===== config.mk =====
export PLATFORM = sky130hd
export DESIGN_NAME = disk_request_seek_sort_queue
export DESIGN_NICKNAME = d
export VERILOG_FILES = /design/src/dsq_pkg.sv /design/src/dsq_cell.sv /design/src/disk_request_seek_sort_queue.sv
export SDC_FILE = /design/constraint.sdc
export NUM_CORES = 2
export LEC_CHECK = 0
export ABC_AREA = 1
export BUFFER_PORTS_ARGS = -buffer_cell sky130_fd_sc_hd__buf_2
export CORE_ASPECT_RATIO = 2
export CORE_UTILIZATION = 50
export CTS_CLUSTER_SIZE = 20
export DETAILED_ROUTE_END_ITERATION = 10
export GPL_ROUTABILITY_DRIVEN = 1
export PLACE_DENSITY = 0.65
export SLEW_MARGIN = 10
export SYNTH_ARGS = -nofsm -noshare
export SYNTH_HDL_FRONTEND = slang
export SYNTH_HIERARCHICAL = 1
export SYNTH_SLANG_ARGS = --single-unit

===== constraint.sdc =====
create_clock -name i_clk -period 12.4 [get_ports i_clk]
set_input_delay 0.62 -clock i_clk [delete_from_list [all_inputs] [get_ports i_clk]]
set_output_delay 0.62 -clock i_clk [all_outputs]
set_load 0.01 [all_outputs]

===== src/dsq_pkg.sv =====
// Shared constants, codes and types of the seek-sorted disk request queue.
package dsq_pkg;

    localparam int QUEUE_DEPTH    = 16;
    localparam int CYLINDER_WIDTH = 16;
    localparam int TAG_WIDTH      = 8;

    localparam int IDX_W = $clog2(QUEUE_DEPTH);
    localparam int CNT_W = $clog2(QUEUE_DEPTH + 1);

    localparam logic MODE_INSERT = 1'b0;
    localparam logic MODE_POP    = 1'b1;

    localparam int STATUS_W = 2;
    localparam logic [STATUS_W-1:0] ST_DONE  = 2'd0;
    localparam logic [STATUS_W-1:0] ST_FULL  = 2'd1;
    localparam logic [STATUS_W-1:0] ST_EMPTY = 2'd2;

    localparam int OP_W = 2;
    localparam logic [OP_W-1:0] OP_NONE   = 2'd0;
    localparam logic [OP_W-1:0] OP_INSERT = 2'd1;
    localparam logic [OP_W-1:0] OP_POP    = 2'd2;

    typedef struct packed {
        logic [CYLINDER_WIDTH-1:0] cyl;
        logic                      rd;
        logic [TAG_WIDTH-1:0]      tag;
    } t_entry;

    typedef struct packed {
        logic                      valid;
        logic                      done;
        logic                      best_ok;
        logic [CYLINDER_WIDTH-1:0] best_cyl;
        logic [IDX_W-1:0]          best_idx;
    } t_token;

    typedef struct packed {
        logic [OP_W-1:0]  op;
        logic [CNT_W-1:0] pos;
        logic [CNT_W-1:0] count;
        t_entry           item;
    } t_ctl;

endpackage


===== src/dsq_cell.sv =====
// One queue slot: holds a request, shifts with its neighbours and passes the search token on.
module dsq_cell
    import dsq_pkg::*;
(
    input  logic             i_clk,
    input  logic             i_rst_n,
    input  logic [IDX_W-1:0] i_index,
    input  t_ctl             i_ctl,
    input  t_entry           i_left,
    input  t_entry           i_right,
    input  t_token           i_tok,
    output t_entry           o_entry,
    output t_token           o_tok
);

    t_entry r_entry;
    t_entry n_entry;
    t_token r_tok;
    t_token n_tok;
    logic   w_in_range;
    logic   w_after_pos;
    logic   w_at_pos;

    assign w_in_range  = {1'b0, i_index} < i_ctl.count;
    assign w_after_pos = {1'b0, i_index} > i_ctl.pos;
    assign w_at_pos    = {1'b0, i_index} == i_ctl.pos;

    always_comb begin
        n_tok = i_tok;
        if (i_tok.valid && !i_tok.done && w_in_range) begin
            if (i_ctl.item.rd && !r_entry.rd) begin
                if (!i_tok.best_ok) begin
                    n_tok.best_ok  = 1'b1;
                    n_tok.best_idx = i_index;
                end
                n_tok.done = 1'b1;
            end else if (!i_ctl.item.rd && r_entry.rd) begin
                n_tok = i_tok;
            end else if (r_entry.cyl <= i_ctl.item.cyl &&
                         (!i_tok.best_ok || r_entry.cyl >= i_tok.best_cyl)) begin
                n_tok.best_ok  = 1'b1;
                n_tok.best_cyl = r_entry.cyl;
                n_tok.best_idx = i_index;
            end
        end
    end

    always_comb begin
        n_entry = r_entry;
        unique case (i_ctl.op)
            OP_INSERT: begin
                if (w_after_pos) begin
                    n_entry = i_left;
                end else if (w_at_pos) begin
                    n_entry = i_ctl.item;
                end
            end
            OP_POP: begin
                n_entry = i_right;
            end
            default: begin
                n_entry = r_entry;
            end
        endcase
    end

    always_ff @(posedge i_clk) begin
        r_entry <= n_entry;
        if (!i_rst_n) begin
            r_tok.valid <= 1'b0;
        end else begin
            r_tok <= n_tok;
        end
    end

    assign o_entry = r_entry;
    assign o_tok   = r_tok;

endmodule


===== src/disk_request_seek_sort_queue.sv =====
// Top level of the seek-sorted disk request queue: control, chain of cells and result register.
//
//   channel | valid   | stall   | payload
//   input   | i_valid | o_stall | i_mode, i_cylinder, i_is_read, i_tag
//   output  | o_valid | i_stall | o_status, o_head_tag, o_head_cylinder, o_head_is_read,
//           |         |         | o_occupancy
//
// A pop, or an insert into a full queue, is answered from the idle state without a scan.
// An accepted insert occupies the block while the search token walks the chain one cell per cycle
// through the token register of every cell; every cell then shifts or loads in the same cycle
// as the result is registered, and the following item is taken once the block is idle again.
// Reset clears the entry count, the control state and the result valid flag.
// While a result is held by a stall, no new item is taken.
module disk_request_seek_sort_queue
    import dsq_pkg::*;
(
    input  logic                      i_clk,
    input  logic                      i_rst_n,
    input  logic                      i_valid,
    output logic                      o_stall,
    input  logic                      i_mode,
    input  logic [CYLINDER_WIDTH-1:0] i_cylinder,
    input  logic                      i_is_read,
    input  logic [TAG_WIDTH-1:0]      i_tag,
    output logic                      o_valid,
    input  logic                      i_stall,
    output logic [STATUS_W-1:0]       o_status,
    output logic [TAG_WIDTH-1:0]      o_head_tag,
    output logic [CYLINDER_WIDTH-1:0] o_head_cylinder,
    output logic                      o_head_is_read,
    output logic [CNT_W-1:0]          o_occupancy
);

    localparam logic [1:0] S_IDLE = 2'd0;
    localparam logic [1:0] S_SCAN = 2'd1;

    logic [1:0]                r_state;
    logic [1:0]                n_state;
    logic [CNT_W-1:0]          r_count;
    logic [CNT_W-1:0]          n_count;
    t_entry                    r_new;
    logic                      r_start;
    logic                      n_start;
    logic                      r_out_valid;
    logic                      n_out_valid;
    logic [STATUS_W-1:0]       r_status;
    logic [STATUS_W-1:0]       n_status;
    t_entry                    r_head;
    t_entry                    n_head;
    logic [CNT_W-1:0]          r_occ;
    logic [CNT_W-1:0]          n_occ;

    logic   w_out_free;
    logic   w_accept;
    t_ctl   w_ctl;
    t_entry w_entry [QUEUE_DEPTH];
    t_token w_tok   [QUEUE_DEPTH+1];

    assign w_out_free = !r_out_valid || !i_stall;
    assign o_stall    = (r_state != S_IDLE) || !w_out_free;
    assign w_accept   = i_valid && !o_stall;

    assign w_tok[0] = {r_start, {($bits(t_token) - 1){1'b0}}};

    genvar k;
    generate
        for (k = 0; k < QUEUE_DEPTH; k++) begin : g_cell
            t_entry w_left;
            t_entry w_right;
            if (k == 0) begin : g_first
                assign w_left = '0;
            end else begin : g_inner_l
                assign w_left = w_entry[k-1];
            end
            if (k == QUEUE_DEPTH - 1) begin : g_last
                assign w_right = '0;
            end else begin : g_inner_r
                assign w_right = w_entry[k+1];
            end
            dsq_cell u_cell (
                .i_clk   (i_clk),
                .i_rst_n (i_rst_n),
                .i_index (IDX_W'(k)),
                .i_ctl   (w_ctl),
                .i_left  (w_left),
                .i_right (w_right),
                .i_tok   (w_tok[k]),
                .o_entry (w_entry[k]),
                .o_tok   (w_tok[k+1])
            );
        end
    endgenerate

    always_comb begin
        n_state     = r_state;
        n_count     = r_count;
        n_start     = 1'b0;
        n_out_valid = r_out_valid && i_stall;
        n_status    = r_status;
        n_head      = r_head;
        n_occ       = r_occ;
        w_ctl.op    = OP_NONE;
        w_ctl.pos   = r_count;
        w_ctl.count = r_count;
        w_ctl.item  = r_new;
        unique case (r_state)
            S_IDLE: begin
                if (w_accept) begin
                    n_out_valid = 1'b1;
                    n_status    = ST_DONE;
                    n_head      = '0;
                    n_occ       = r_count;
                    if (i_mode == MODE_POP) begin
                        if (r_count == '0) begin
                            n_status = ST_EMPTY;
                        end else begin
                            w_ctl.op = OP_POP;
                            n_head   = w_entry[0];
                            n_count  = r_count - CNT_W'(1);
                            n_occ    = n_count;
                        end
                    end else if (r_count == CNT_W'(QUEUE_DEPTH)) begin
                        n_status = ST_FULL;
                    end else begin
                        n_out_valid = r_out_valid && i_stall;
                        n_start     = 1'b1;
                        n_state     = S_SCAN;
                    end
                end
            end
            S_SCAN: begin
                if (w_tok[QUEUE_DEPTH].valid && w_out_free) begin
                    w_ctl.op = OP_INSERT;
                    if (w_tok[QUEUE_DEPTH].best_ok) begin
                        w_ctl.pos = CNT_W'(w_tok[QUEUE_DEPTH].best_idx) + CNT_W'(1);
                    end
                    n_count     = r_count + CNT_W'(1);
                    n_out_valid = 1'b1;
                    n_status    = ST_DONE;
                    n_head      = '0;
                    n_occ       = n_count;
                    n_state     = S_IDLE;
                end
            end
            default: begin
                n_state = S_IDLE;
            end
        endcase
    end

    always_ff @(posedge i_clk) begin
        if (w_accept) begin
            r_new.cyl <= i_cylinder;
            r_new.rd  <= i_is_read;
            r_new.tag <= i_tag;
        end
        r_status <= n_status;
        r_head   <= n_head;
        r_occ    <= n_occ;
        if (!i_rst_n) begin
            r_state     <= S_IDLE;
            r_count     <= '0;
            r_start     <= 1'b0;
            r_out_valid <= 1'b0;
        end else begin
            r_state     <= n_state;
            r_count     <= n_count;
            r_start     <= n_start;
            r_out_valid <= n_out_valid;
        end
    end

    assign o_valid         = r_out_valid;
    assign o_status        = r_status;
    assign o_head_tag      = r_head.tag;
    assign o_head_cylinder = r_head.cyl;
    assign o_head_is_read  = r_head.rd;
    assign o_occupancy     = r_occ;

endmodule

* Yosys cells after proc, flatten, opt, wreduce, memory -nomap -nowiden
Index checks and enable logic that the tools add are counted.
** Storage, ports and cells
- Memory bits (read-only) :: 0
- Latch bits :: 0
- Memory bits (writable) :: 0
- Memories kept :: 0
- Output and inout port bits :: 34
- Bits in registers :: 817
- Logic and storage cells :: 613
** Cells by class
- Eq/ne operators :: 39
- $lt $le $gt $ge :: 63
- Divide/modulo/power cells :: 0
- Mux-type cells :: 189
- Multipliers :: 0
- Reductions and logical operators :: 176
- Shift-type cells :: 0
- Add/sub/neg operators :: 3
- Bitwise logic cells :: 5
** Operator list (number)
- 2-to-1 mux 25 bit :: 36
- case mux 25 bit (2 select lines) :: 17
- 2-to-1 mux 21 bit :: 33
- 2-to-1 mux 22 bit :: 14
- less-or-equal comparator 16 bit :: 16
- greater-or-equal comparator 16 bit :: 15
- 2-to-1 mux 16 bit :: 15
- 2-to-1 mux 4 bit :: 30
- logical AND 1 bit :: 81
- zero test 1 bit :: 51
- 2-to-1 mux 2 bit :: 25
- != test 3 x 1 -> 1 bit, second input constant :: 16
- equality test 4 x 5 -> 1 bit, first input constant :: 8
- greater-than comparator 4 x 5 -> 1 bit, first input constant :: 8
- less-than comparator 4 x 5 -> 1 bit, first input constant :: 8
- AND reduction 2 bit :: 16
- 2-to-1 mux 5 bit :: 6
- equality test 3 x 5 -> 1 bit, first input constant :: 4
- greater-than comparator 3 x 5 -> 1 bit, first input constant :: 4
- less-than comparator 3 x 5 -> 1 bit, first input constant :: 4
- logical OR 1 bit :: 17
- case mux 2 bit (2 select lines) :: 3
- equality test 2 x 5 -> 1 bit, first input constant :: 2
- greater-than comparator 1 x 5 -> 1 bit, first input constant :: 2
- other kinds (23) :: 44

* Depth between registers and ports, before layout
- Depth in word-level cells :: 11
- Depth in mapped cells :: 17
- Gate-level depth less buffers :: 17

* By module
Netlist, hierarchy kept.
** Modules (own cells, without submodules)
- dsq_cell at g_cell[0].u_cell ... :: seq. area each 1431.4 sq um, instances 14, cells an instance 470, area an instance 3659.8 sq um
- dsq_cell at g_cell[8].u_cell ... :: seq. area each 1431.4 sq um, instances 2, cells an instance 470, area an instance 3657.3 sq um
- disk_request_seek_sort_queue :: seq. area each 1871.8 sq um, instances 1, cells an instance 242, area an instance 2711.4 sq um

* Worst setup path after synthesis
No wires, ideal clock.
- Kind :: flip-flop to flip-flop
- From :: register r_count[4]
- To :: register g_cell[0].u_cell.r_entry, in the netlist g_cell[0].u_cell/o_entry[0] (enable)
- Required time :: 11.968 ns
- Stages on the path, launching flop included :: 8
- Arrival time :: 4.351 ns
- Slack :: 7.617 ns
- Clock period less this slack :: 4.783 ns
- Cells stage by stage :: dfxtp_1 -> inv_1 -> o21ai_0 -> nor2_1 -> nand3_1 -> o21ai_0 -> nand3_1 -> nand2_1
** RTL lines
- from (decl) :: RTL line disk_request_seek_sort_queue.sv:39 : logic [CNT_W-1:0] r_count;
- from (signal assigned) :: RTL line disk_request_seek_sort_queue.sv:167 : r_count <= n_count;
- to (signal assigned) :: RTL line dsq_cell.sv:68 : r_entry <= n_entry;
- to (decl) :: RTL line dsq_cell.sv:16 : t_entry r_entry;

==> key figures <==
Outcome
  • Run status: finished with violations
  • Violated checks: DRC

CTS
  • Worst-case clock buffer depth: 3
  • CTS tree: done
  • Number of post-CTS setup repair buffers: 0
  • Post-CTS resize count: 0
  • # hold bufs at CTS: 0
  • Root buffer cell: clkbuf_16
  • Clock sinks: roughly 820
  • Number of buffers created by CTS: ~80
  • Reg clk slew, reported paths: roughly 0.070 ns
  • Clock Latency Late Sink: about 0.72 ns
  • Maximum level of the CTS H-tree: 3

STA
  • Endpoints failing hold: 0
  • Clock skew after layout: 0.0368 ns
  • Hold slack: 0.0703 ns
  • Final worst-path cycle share: 0.368
  • Max-slew violation total from the final report: 0
  • Tmin final: around 4.6 ns
  • Setup TNS: 0 ns
  • Slew at the pin closest to its max-slew limit: ~1.3 ns
  • Worst slew slack as a fraction of its limit: 0.141
  • Number of setup violations in the final report: 0
  • Unrepaired setup endpoints after global routing: no
  • Fmax: around 220 MHz

Power
  • Clock group share of total power: 0.317
  • Share of total power consumed by net switching: 0.339
  • Comb power frac: 0.254
  • Net switching component of the power: between 2 and 3 mW
  • Worst supply voltage drop on vdd: 0.000111 V
  • Sequential fraction of design power: 0.429
  • Power Dens Cells: ~130 nW/um2
  • Internal power contribution: about 5.6 mW
  • P_leak: between 30 and 40 nW

Setup path
  • CP startpoint kind: register
  • Worst path arrival time: about 4.9 ns
  • Largest fanout of any net on the critical path: slightly above 50
  • Worst r2r path cells: 9
  • CP Capture Type: register
  • Flop-to-flop setup slack: around 7.8 ns
  • Required time at the worst-slack endpoint: about 13 ns
  • Critical path class: register to register

Yosys
  • Warnings from Yosys: 6
  • Cell Area, Synth: between 60,000 and 70,000 um2
  • Mean Syn Cell Area: 7.85 um2
  • Post-synthesis instance total: around 7,700

Final layout
  • Storage cell area: between 20,000 and 25,000 um2
  • Final #Nets: roughly 8,600
  • Leading cell type in the layout, fill and taps excluded: nand2_1
  • Area of combinational cells with multiple inputs: 30,100 um2
  • Commonest non-fill, non-tap cells in the layout: 2,141 x nand2_1, 1,500 x inv_1, 792 x edfxtp_1, 718 x nor2_1, 627 x ha_1
  • Fillers: 11,200
  • Signed area change from the synthesized netlist to the final layout: 8.72%
  • Share of layout cells above drive strength 1: 0.0996

Die
  • Chip Width: between 200 and 250 um
  • Y dimension of the die: ~500 um
  • Core Region: 120,000 um2
  • Die Outline Area: roughly 120,000 um2
  • Initial standard-cell utilization of the core: 0.503
  • Placement Rows: 180
  • IO Count: 64

Placed design
  • Final GP Congestion: between 0.8 and 0.9
  • Number of buffers inserted by port buffering: 63
  • Estimated wirelength of the detail-placed design: ~130,000 um

GRT
  • Maximum number of pins on one net before global-route repair: 170
  • Initial antenna violation count: 5
  • Remaining global-route overflow: 0
  • First-pass GRT wire length: between 200,000 and 300,000 um
  • Overall Global Routing Usage: 0.283
  • Via count of the first global-routing pass: around 50,000

Detailed routing
  • Number of DRC violations after detailed-routing iteration 0: between 2,000 and 3,000
  • First-pass iteration count of the detailed router: 9
  • Via count of the routed design: 49,400
  • Final wirelength: between 150,000 and 200,000 um
  • Routed length per placed instance: about 18 um
  • Via count normalized by instance count: 5.16
  • Antenna Nets Post-Route: 0
  • Residual DRC: 1

Worst hold path
  • Hold Path Cell Cnt: 1
  • Worst Hold Class: input pin to register

Flow run
  • Count of max-cap constraint violations: 0
[cell type report]
cell class,count,share of cell area
antenna,4,0.000152
clock buffer,96,0.0320
clock inverter,50,0.00996
inverter,1587,0.0907
multi-input combinational,5383,0.459
sequential,816,0.369
tap,1547,0.0295
timing repair buffer,102,0.00960
[per-stage QoR]
stage          power, mW  setup slack, ns  std cells   util  cell area, um2
3_5_place_dp        5.81             7.77       9435  0.524           62900
4_1_cts             8.49             7.76       9581  0.547           65700
3_3_place_gp        5.71             7.89       9435  0.524           62900
2_1_floorplan       5.14             7.62       8011      -           61600
5_1_grt             8.89             7.54       9585  0.547           65700
6_report            8.46             7.84       9585  0.547           65700
[flip-flops by register name (all words and copies together) (netlist names)]
register / cells
r_count: 5
o_status: 2
g_cell.u_cell/o_tok: 351
r_start: 1
g_cell.u_cell/o_entry: 400
r_state: 1
o_head_is_read: 1
r_new: 25
o_head_cylinder: 16
o_head_tag: 8
o_valid: 1
o_occupancy: 5
[worst max-delay path, stage by stage, from the launching register on]
cell,delay (ns)
dfxtp_1,0.85
inv_1,0.32
ha_1,0.32
nand3_2,0.13
nand2_2,0.09
nor2_1,0.23
buf_4,0.37
inv_1,0.10
or2_2,0.64
nand2_1,1.07
[routing by layer]
layer | share of wire | up-vias | track usage
li1 | - | 25000 | -
met1 | 0.31 | 22700 | 0.237
met2 | 0.57 | 1192 | 0.573
met3 | 0.033 | 558 | 0.0299
met4 | 0.090 | 0 | 0.232
met5 | 0 | - | 0
[final timing paths]
check,endpoint,startpoint
hold / removal,r_new[24],i_cylinder[15]
hold reg to reg,g_cell[7].u_cell/o_tok[22],g_cell[6].u_cell/o_tok[22]
setup reg to reg,g_cell[12].u_cell/o_entry[14],r_count[1]
setup / recovery,g_cell[12].u_cell/o_entry[14],r_count[1]
[power groups by stage]
stage | clock [mW] | sequential [mW] | combinational (mW)
5_1_grt | 2.82 | 3.65 | 2.42
2_1_floorplan | 0 | 3.59 | 1.54
3_3_place_gp | 0 | 3.68 | 2.03
6_report | 2.68 | 3.63 | 2.15
3_5_place_dp | 0 | 3.68 | 2.12
4_1_cts | 2.74 | 3.63 | 2.13
Note: power is estimated with default switching activity, not from simulation.
